$ cat src/design/pcfwl_pkg.sv
// Package of the per-client fixed window limiter: sizes, types, codes and the slot mapping.
`default_nettype none
package pcfwl_pkg;

    localparam int TABLE_DEPTH = 4096;
    localparam int IDX_W       = (TABLE_DEPTH > 1) ? $clog2(TABLE_DEPTH) : 1;
    localparam int CLIENT_W    = 12;
    localparam int TIME_W      = 32;
    localparam int COUNT_W     = 16;
    localparam int CFG_DATA_W  = 32;
    localparam int CFG_IDX_W   = 1;

    localparam logic [CFG_IDX_W-1:0] CFG_MAX_PER_WINDOW = 1'd0;
    localparam logic [CFG_IDX_W-1:0] CFG_WINDOW_TICKS   = 1'd1;

    localparam logic [TIME_W-1:0] WINDOW_TICKS_RESET = 32'd60000;

    typedef struct packed {
        logic               used;
        logic [TIME_W-1:0]  win_begin;
        logic [COUNT_W-1:0] count;
    } t_entry;

    localparam int ENTRY_W = $bits(t_entry);

    typedef struct packed {
        logic             busy;
        logic [IDX_W-1:0] addr;
    } t_sweep;

    // Reduce a client index modulo the table depth by constant compare-and-subtract.
    function automatic logic [IDX_W-1:0] slot_of(input logic [CLIENT_W-1:0] x);
        logic [CLIENT_W-1:0] rem;
        rem = x;
        if (TABLE_DEPTH < (1 << CLIENT_W)) begin
            for (int k = CLIENT_W - 1; k >= 0; k--) begin
                if ((TABLE_DEPTH << k) < (1 << CLIENT_W)) begin
                    if (int'(rem) >= (TABLE_DEPTH << k)) begin
                        rem = rem - CLIENT_W'(TABLE_DEPTH << k);
                    end
                end
            end
        end
        return IDX_W'(rem);
    endfunction

endpackage
`default_nettype wire

$ cat src/design/pcfwl_sweep.sv
// Clearing sequencer: walks every table entry once after reset and after a limit write.
`default_nettype none
module pcfwl_sweep
    import pcfwl_pkg::*;
(
    input  wire logic i_clk,
    input  wire logic i_rst_n,
    input  wire logic i_start,
    output t_sweep    o_sweep
);
    logic             r_busy;
    logic [IDX_W-1:0] r_addr;

    always_ff @(posedge i_clk) begin
        if (!i_rst_n || i_start) begin
            r_busy <= 1'b1;
            r_addr <= '0;
        end else if (r_busy) begin
            if (r_addr == IDX_W'(TABLE_DEPTH - 1)) begin
                r_busy <= 1'b0;
            end else begin
                r_addr <= r_addr + IDX_W'(1);
            end
        end
    end

    assign o_sweep.busy = r_busy;
    assign o_sweep.addr = r_addr;
endmodule
`default_nettype wire

$ cat config.mk
export PLATFORM = sky130hd
export DESIGN_NAME = pcfwl_sweep
export DESIGN_NICKNAME = d
export VERILOG_FILES = /design/src/design/pcfwl_pkg.sv /design/src/design/pcfwl_sweep.sv
export SDC_FILE = /design/constraint.sdc
export NUM_CORES = 1
export LEC_CHECK = 0
export BUFFER_PORTS_ARGS = -buffer_cell sky130_fd_sc_hd__buf_4
export CORE_AREA = 2 2 39 41
export DETAILED_ROUTE_END_ITERATION = 8
export DIE_AREA = 0 0 41 43
export GPL_TIMING_DRIVEN = 0
export PLACE_DENSITY = 0.75
export SLEW_MARGIN = 20
export SYNTH_ARGS = -nofsm -noshare
export SYNTH_HDL_FRONTEND = slang
export SYNTH_SLANG_ARGS = --single-unit
$ cat constraint.sdc
create_clock -name i_clk -period 2.9 [get_ports i_clk]
set_clock_uncertainty 0.1 [all_clocks]
set_input_delay 0.725 -clock i_clk [delete_from_list [all_inputs] [get_ports i_clk]]
set_output_delay 0.725 -clock i_clk [all_outputs]
set_load 0.05 [all_outputs]
Word-level counts from Yosys, hierarchy flattened
Cells that the tools add are included.
{"block": "op_classes", "n_addsub": 1, "eq_ne": 1, "mux": 2, "bitwise": 1, "n_reduce_logical": 3}
{"op": "adder 12 x 1 -> 12 bit (second input constant)", "count": 1}
{"op": "equality test 12 bit (second input constant)", "count": 1}
{"op": "2-to-1 mux 1 bit", "count": 2}
{"op": "AND reduction 2 bit", "count": 1}
{"op": "zero test 1 bit", "count": 1}
{"op": "logical OR 1 bit", "count": 1}
{"op": "inverter 1 bit", "count": 1}
{"block": "word_totals", "regBits": 13, "output_inout_bits": 13, "elab_cells": 10}

Depth between registers and ports, before layout
Gate-level depths: netlist of run 1.
{"block": "logic_depth", "ltp_word": 3, "ltp_mapped": 5, "mapped_depth_nobuf": 5}

Worst setup path before layout of run 1
Ideal clock, no wire load.
{"block": "synth_path", "kind": "reg2reg", "startpoint": "register r_addr[0]", "endpoint": "register r_addr[1]", "setup_ns": 0.128, "arrival_ns": 1.782, "t_required_ns": 2.672, "path_slack_ns": 0.890, "path_stages_with_launch": 6, "n_path_buf": 0, "synth_period_minus_slack_ns": 2.010, "cell_sequence": "dfxtp_1 -> ha_1 -> nand2_1 -> o41ai_2 -> mux2i_1 -> nor2_1"}
{"block": "synth_between", "elab_chain_len": 3, "word_cells_on_any_way": 4}
{"item": "start, declared", "line": "pcfwl_sweep.sv:12", "source": "logic [IDX_W-1:0] r_addr;"}
{"item": "start signal, assigned", "line": "pcfwl_sweep.sv:22", "source": "r_addr <= r_addr + IDX_W'(1);"}
{"item": "branches (longest 3 deep; another with adder 12 x 1 -> 12 bit)"}
Parallel ways; which one is timed is not known.
A chain may end at the register's enable or synchronous reset.

Worst setup path after layout of run 1
{"block": "layout_path", "startpoint": "register r_busy", "endpoint": "output o_sweep[12] in the netlist's numbering"}
{"item": "start, declared", "line": "pcfwl_sweep.sv:11", "source": "logic r_busy;"}
{"item": "start signal, assigned", "line": "pcfwl_sweep.sv:16", "source": "r_busy <= 1'b1;"}
{"item": "start signal, assigned", "line": "pcfwl_sweep.sv:20", "source": "r_busy <= 1'b0;"}
{"item": "end, declared", "line": "pcfwl_sweep.sv:9", "source": "output t_sweep o_sweep"}
No word-level cell between the ends.

==> metrics.txt, run 1 <==
worst-case clock buffer depth=2; post-synthesis mux area share=0.03156; most frequent cells in the layout=buf_4 (16), dfxtp_1 (13), nor2_1 (10); synth warn=0; Root Driver=clkbuf_4; Die ar.=around 1800 sq um; hold bufs inserted after CTS=0; Global Route Usage Sum=0.1875; Final HPWL DP=943.7 um; placed insts=104; Final Non-Filler Cells=108; via-per-instance ratio=5.509; CP cell instances=buf_4 > buf_4; worst path bufs/invs=2; DRC=0; run status=completed; overall power=0.3105 mW; Port Buf Inserts=15; Final GP Congestion=0.7335; postcts setup bufs=0; Slew Viols, Final=0; Max Fclk=between 500 and 600 MHz; Tcrit/Tclk final=0.6407; CTS resizes=0; setup_tns=0 ps; Top Metal Used=met4; starting density of the core=0.4584; Post-Synth Adder-Cell Area=0.01972; R2R Path Start=r_addr[0]$_SDFFE_PP0P_; met1 WL=594 um; routed wl met3=~66 um; htree depth=1; unrepaired setup endpoints after global routing=no; layout cells sized above 1=0.2717; synth unique cells=29; Reg clk slew, reported paths=~70 ps; CP max stage delay=about 430 ps; Post-Synth Simple-Gate Area=0.3314; Reg power frac=0.584; vias in the first global route=546; GR Overflow Total=0; final antenna-violating net count=0; Pwr per Cell Area=391.4 nW/um^2; total routed wirelength=around 1300 um; top cells by area, synth=dfxtp_1 (41%), nor2_1 (5.9%), nand2_1 (4.1%); VDD IR-drop max=between 300 and 400 uV; sw power=0.07145 mW; FP Rows=14; cell area after synthesis=634.4 sq um; first-pass GRT wire length=2249 um; CP dominant cell by count=buf_4; type of the worst setup path=reg2out; Rel. slew slack=0.6727; Yosys reg bits=13; max-cap viol count=0; Final Hold Fails=0; clock group share of total power=0.364; Hold Crit Class=reg2reg; Worst-Skew Late Latency=280 ps; Req. time, crit path=roughly 2100 ps; utilization after layout=0.5732; Placeable Area=1384 sq um; Pint=0.2390 mW; hold depth=2; TritonCTS clock tree=built; Post-Syn Instances=between 70 and 80; Slowest cell on crit path=dfxtp_1; wire length per cell=roughly 12 um; drt first pass iters=4; largest net degree at the start of global routing=11; sequential element share of the synthesized area=0.4103; Final Net Count=97; met2 routed WL=about 620 um; critical path endpoint category=output pin; Setup crit start kind=flip-flop; worst-path fanout max=6; DR vias=595; xor-xnor portion of the synthesized cell area=0.01381; Yosys top cell by area=dfxtp_1; reg2reg path depth=5; worst hold start=r_addr[11]$_SDFFE_PP0P_; Arr. time, crit path=1030 ps; initial antenna violation count=0; CTS sink count=13; largest family of logic cells by synthesized area=simple AND/OR/NAND/NOR gates; setup violators final=0; R2R setup slack=1090 ps; Synth top area share=0.4103; Comb pwr share=0.052; Tmin final=around 1900 ps; post-synthesis compound-gate area fraction=0.1696; worst slew pin tran=~490 ps; 1st-iter DRT viols=6; hold-critical path endpoint=r_addr[11]$_SDFFE_PP0P_; Mapped Nets=77; area delta synth->final=25.05%; leakage power=0.3032 nW; commonest non-fill, non-tap cell in the layout=buf_4; Worst R2R End=r_addr[3]$_SDFFE_PP0P_; Synth Area per Inst=between 8 and 9 sq um; Top delay family on crit path=flip-flops; CTS buffer count=3; Die Y=43 um; Switching Share=0.2301; # IOs=16; diodes inserted=0; Die X=~41 um
cell families (layout without fill, tap and decap cells):
logic type	count (synthesis)	count (layout)
XOR/XNOR	1	1
multiplexers	2	2
AO/OA/AOI/OAI	15	15
buffers and inverters	3	22
AND/OR/NAND/NOR	38	38
flip-flops	13	13
adder cells (fa/ha/maj)	1	1
worst max path at each step:
stage	cells past startpoint	to	from
finish	2	o_sweep[12]	r_busy$_SDFF_PP1_
global route	5	r_addr[3]$_SDFFE_PP0P_	r_addr[0]$_SDFFE_PP0P_
CTS	2	o_sweep[12]	r_busy$_SDFF_PP1_
detailed placement	5	r_addr[1]$_SDFFE_PP0P_	r_addr[0]$_SDFFE_PP0P_
global placement	5	r_addr[1]$_SDFFE_PP0P_	r_addr[0]$_SDFFE_PP0P_
floorplan	5	r_addr[1]$_SDFFE_PP0P_	r_addr[0]$_SDFFE_PP0P_
worst register-to-register path: cells and delay by family, from the launching register on:
family / cells / cell delay, ps
AND/OR/NAND/NOR: 2 / 550
adder cells (fa/ha/maj): 1 / 240
AO/OA/AOI/OAI: 2 / 440
flip-flops: 1 / 400
sequential cells by signal, indices dropped and copies added, names as in the netlist:
name / cells
r_addr: 12
r_busy: 1
through the flow:
stage / hold WS (ps) / worst slack (ps) / area (sq um)
global placement: 398.2 / 1160 / 767.0
floorplan: 415.2 / 889.8 / 634.4
detailed placement: 416.0 / 1132 / 767.0
global route: 459.8 / 955.0 / 793.3
finish: 423.7 / 1042 / 793.3
CTS: 432.4 / 1035 / 793.3
metal layers:
metal,GRT usage,up-vias
met4,0.04000,0
met1,0.2378,271
met2,0.2781,12
met3,0.09424,3
li1,-,309
met5,0,-
power groups by stage:
stage / combinational, mW / clock (mW) / sequential [mW]
finish: 0.0162 / 0.113 / 0.181
global route: 0.0178 / 0.124 / 0.181
floorplan: 0.00547 / 0 / 0.190
CTS: 0.0165 / 0.116 / 0.181
global placement: 0.0158 / 0 / 0.185
detailed placement: 0.0163 / 0 / 0.185
Yosys cell counts:
cell and count:
a21oi_1 4, buf_4 1, o21ai_0 1, a31oi_1 2, nand3_1 4, and4_4 1, o211ai_1 1, clkbuf_1 1
nand2_4 1, ha_1 1, inv_1 1, a211oi_1 3, o41ai_1 1, and4_2 1, o31ai_1 1, nor2_1 10
nand2b_1 1, nor3_1 5, nand2_1 7, xor2_1 1, nor4_1 1, nor2b_1 2, dfxtp_1 13, and3_4 1
nand3_2 1, o41ai_2 1, a21boi_0 1, or4_1 3, mux2i_1 2
layout make-up:
type	count	area (sq um)
fill	144	590.6
multi-input combinational	57	359.1
sequential	13	260.3
timing repair buffer	15	112.6
clock buffer	4	26.28
tap	16	20.02
buffer	2	11.26
inverter	1	3.754
No activity file was read; power rests on OpenSTA's default activity.
==> run 2: changes to the inputs <==
Settings changed: ABC_AREA from default to 1, CORE_AREA 2 2 39 41 to default, CORE_MARGIN from default to 2, CORE_UTILIZATION from default to 50, DIE_AREA 0 0 41 43 to default, PLACE_DENSITY 0.75 to 0.76.
Clock period 2.9 ns to 1.9 ns, I/O delays scaled along.
==> metrics.txt, run 2 <==
run status=completed (unchanged); Port Buf Inserts=15 (unchanged); setup_tns=0 ps (unchanged); Final Cell Area=893.4 sq um (was 793.3 sq um); Yosys reg bits=13 (unchanged); top cells by area, synth=dfxtp_1 (35%), nand2_1 (11%), nor2_1 (11%) (was dfxtp_1 (41%), nor2_1 (5.9%), nand2_1 (4.1%)); M1 GR Usage=0.2269 (was 0.2378); FP Rows=13 (was 14); first-pass GRT wire length=2511 um (was 2249 um); layout cells sized above 1=0.2443 (was 0.2717); max-cap viol count=0 (unchanged); worst-path fanout max=8 (was 6); initial antenna violation count=0 (unchanged); multi-input logic area=391.6 sq um (was 359.1 sq um); cell area after synthesis=734.5 sq um (was 634.4 sq um); Pwr per Cell Area=546.4 nW/um^2 (was 391.4 nW/um^2); Synth Area per Inst=6.558 sq um (was 8.690 sq um); number of synthesized flops with an enable pin=0 (unchanged); Worst-Skew Late Latency=290 ps (was 280 ps); type of the worst setup path=reg2out (unchanged); worst slew pin tran=275.8 ps (was 485.6 ps); leakage power=0.4130 nW (was 0.3032 nW); critical path endpoint category=output pin (unchanged); most common cell in the netlist=nand2_1 (was dfxtp_1); Reg area=260.3 sq um (unchanged); Yosys top cell by area=dfxtp_1 (unchanged); diodes inserted=0 (unchanged); prevailing post-synth register cell=dfxtp_1 (unchanged); # IOs=16 (unchanged); Final HPWL DP=1191 um (was 943.7 um); Final Net Count=136 (was 97); Reg clk slew, reported paths=90 ps (was 70 ps); grt met3 use=0.02586 (was 0.09424); Largest regs=r_addr (12), r_busy (1) (unchanged); Root Driver=clkbuf_4 (unchanged); Post-synth top cells=nand2_1 (22), nor2_1 (21), inv_1 (16), dfxtp_1 (13), nand3_1 (7) (was dfxtp_1 (13), nor2_1 (10), nand2_1 (7), nor3_1 (5)); Slew Viols, Final=0 (unchanged); Arr. time, crit path=1120 ps (was 1030 ps); starting density of the core=0.5507 (was 0.4584); Final Hold Fails=0 (unchanged); setup violators final=0 (unchanged); Max Fclk=591.7 MHz; fill count=127 (was 144); Final Non-Filler Cells=146 (was 108); Final GP Congestion=0.8215 (was 0.7335); met2 Resource Use GR=0.3015 (was 0.2781); most frequent cells in the layout=nand2_1 (22), nor2_1 (21), inv_1 (16), buf_4 (16), dfxtp_1 (13) (was buf_4 (16), dfxtp_1 (13), nor2_1 (10)); drt first pass iters=4 (unchanged); postcts setup bufs=0 (unchanged); DRC=0 (unchanged); TritonCTS clock tree=built (unchanged); VDD IR-drop max=327.5 uV (was 317.2 uV); largest net degree at the start of global routing=11 (unchanged); wire length per cell=10.87 um (was 11.94 um); Die X=42.33 um (was 41 um); largest register by flop count=r_addr (unchanged); htree depth=1 (unchanged); Setup crit start kind=flip-flop (unchanged); placed insts=142 (was 104); worst-case clock buffer depth=2 (unchanged); area delta synth->final=21.64% (was 25.05%); Hold Crit Class=in2reg (was reg2reg); synth warn=0 (unchanged); sequential element share of the synthesized area=0.3543 (was 0.4103); Req. time, crit path=1320 ps (was 2080 ps); Synth async-reset ratio=0 (unchanged); Mapped Nets=116 (was 77); Die ar.=1791 sq um (was 1763 sq um); Synth top area share=0.3543 (was 0.4103); Placeable Area=1334 sq um (was 1384 sq um); Post-Syn Instances=112 (was 73); Tmin final=between 1500 and 2000 ps; unrepaired setup endpoints after global routing=no (unchanged); CTS buffer count=3 (unchanged); CTS sink count=13 (unchanged); WHS=386.4 ps (was 423.7 ps); Global Route Usage Sum=0.1821 (was 0.1875); DR vias=764 (was 595); hold bufs inserted after CTS=0 (unchanged); final antenna-violating net count=0 (unchanged); Tcrit/Tclk final=0.8895; total routed wirelength=1587 um (was 1290 um); Rel. slew slack=0.8159 (was 0.6727); commonest non-fill, non-tap cell in the layout=nand2_1 (was buf_4); vias in the first global route=638 (was 546); DP Area=865.8 sq um (was 767.0 sq um); synth unique cells=20 (was 29); GR Overflow Total=0 (unchanged); via-per-instance ratio=5.233 (was 5.509); GR peak layer=met2 (unchanged); CTS resizes=0 (unchanged); Die Y=42.33 um (was 43 um); 1st-iter DRT viols=16 (was 6); max FFs per register=12 (unchanged)
[run 2: power breakdown]
part | internal, mW | total [mW] | switching [mW]
clock network | 0.0784 | 0.182 | 0.104
registers | 0.274 | 0.277 | 0.00272
logic | 0.0113 | 0.0291 | 0.0178
[run 2: final timing paths]
kind | to | slack, ps | startpoint | cells after the start
setup / recovery | o_sweep[12] | 210 | r_busy$_SDFF_PP1_ | 2
hold / removal | r_addr[6]$_SDFFE_PP0P_ | 390 | i_start | 4
setup reg to reg | r_addr[0]$_SDFFE_PP0P_ | 290 | r_addr[0]$_SDFFE_PP0P_ | 8
hold reg to reg | r_addr[1]$_SDFFE_PP0P_ | 440 | r_addr[1]$_SDFFE_PP0P_ | 2
[run 2: critical path, cell delays in order (launching register included)]
cell and delay [ps]:
dfxtp_1 490, buf_4 160, buf_4 180
[run 2: layer usage]
metal | wire, um | up-vias | share of wire
met1 | 719 | 346 | 0.45
met5 | 0 | - | 0
met2 | 753 | 22 | 0.47
li1 | - | 391 | -
met4 | 39 | 0 | 0.025
met3 | 74 | 5 | 0.047
[run 2: through the flow]
stage                     utilization  worst slack (ps)  total power [mW]
after floorplan                     -             68.02            0.3033
after global placement         0.6492             337.2            0.3120
after detailed placement       0.6492             308.5            0.3128
after CTS                      0.6698             225.9            0.4895
after global routing           0.6698             148.5            0.5057
final                          0.6698             209.9            0.4882
[run 2: cells by family (layout without fill, tap and decap cells)]
kind of cell	Yosys count	after routing	synth area share
buffers and inverters	19	38	0.1124
flip-flops	13	13	0.3543
AND/OR/NAND/NOR	65	65	0.4105
adder cells (fa/ha/maj)	1	1	0.01703
XOR/XNOR	1	1	0.01193
AO/OA/AOI/OAI	13	13	0.09370
[run 2: cell type report]
type	count	area share
timing repair buffer	15	0.1261
buffer	2	0.02101
tap	15	0.02101
sequential	13	0.2913
multi-input combinational	80	0.4384
clock buffer	3	0.02521
inverter	17	0.07143
clock inverter	1	0.005602
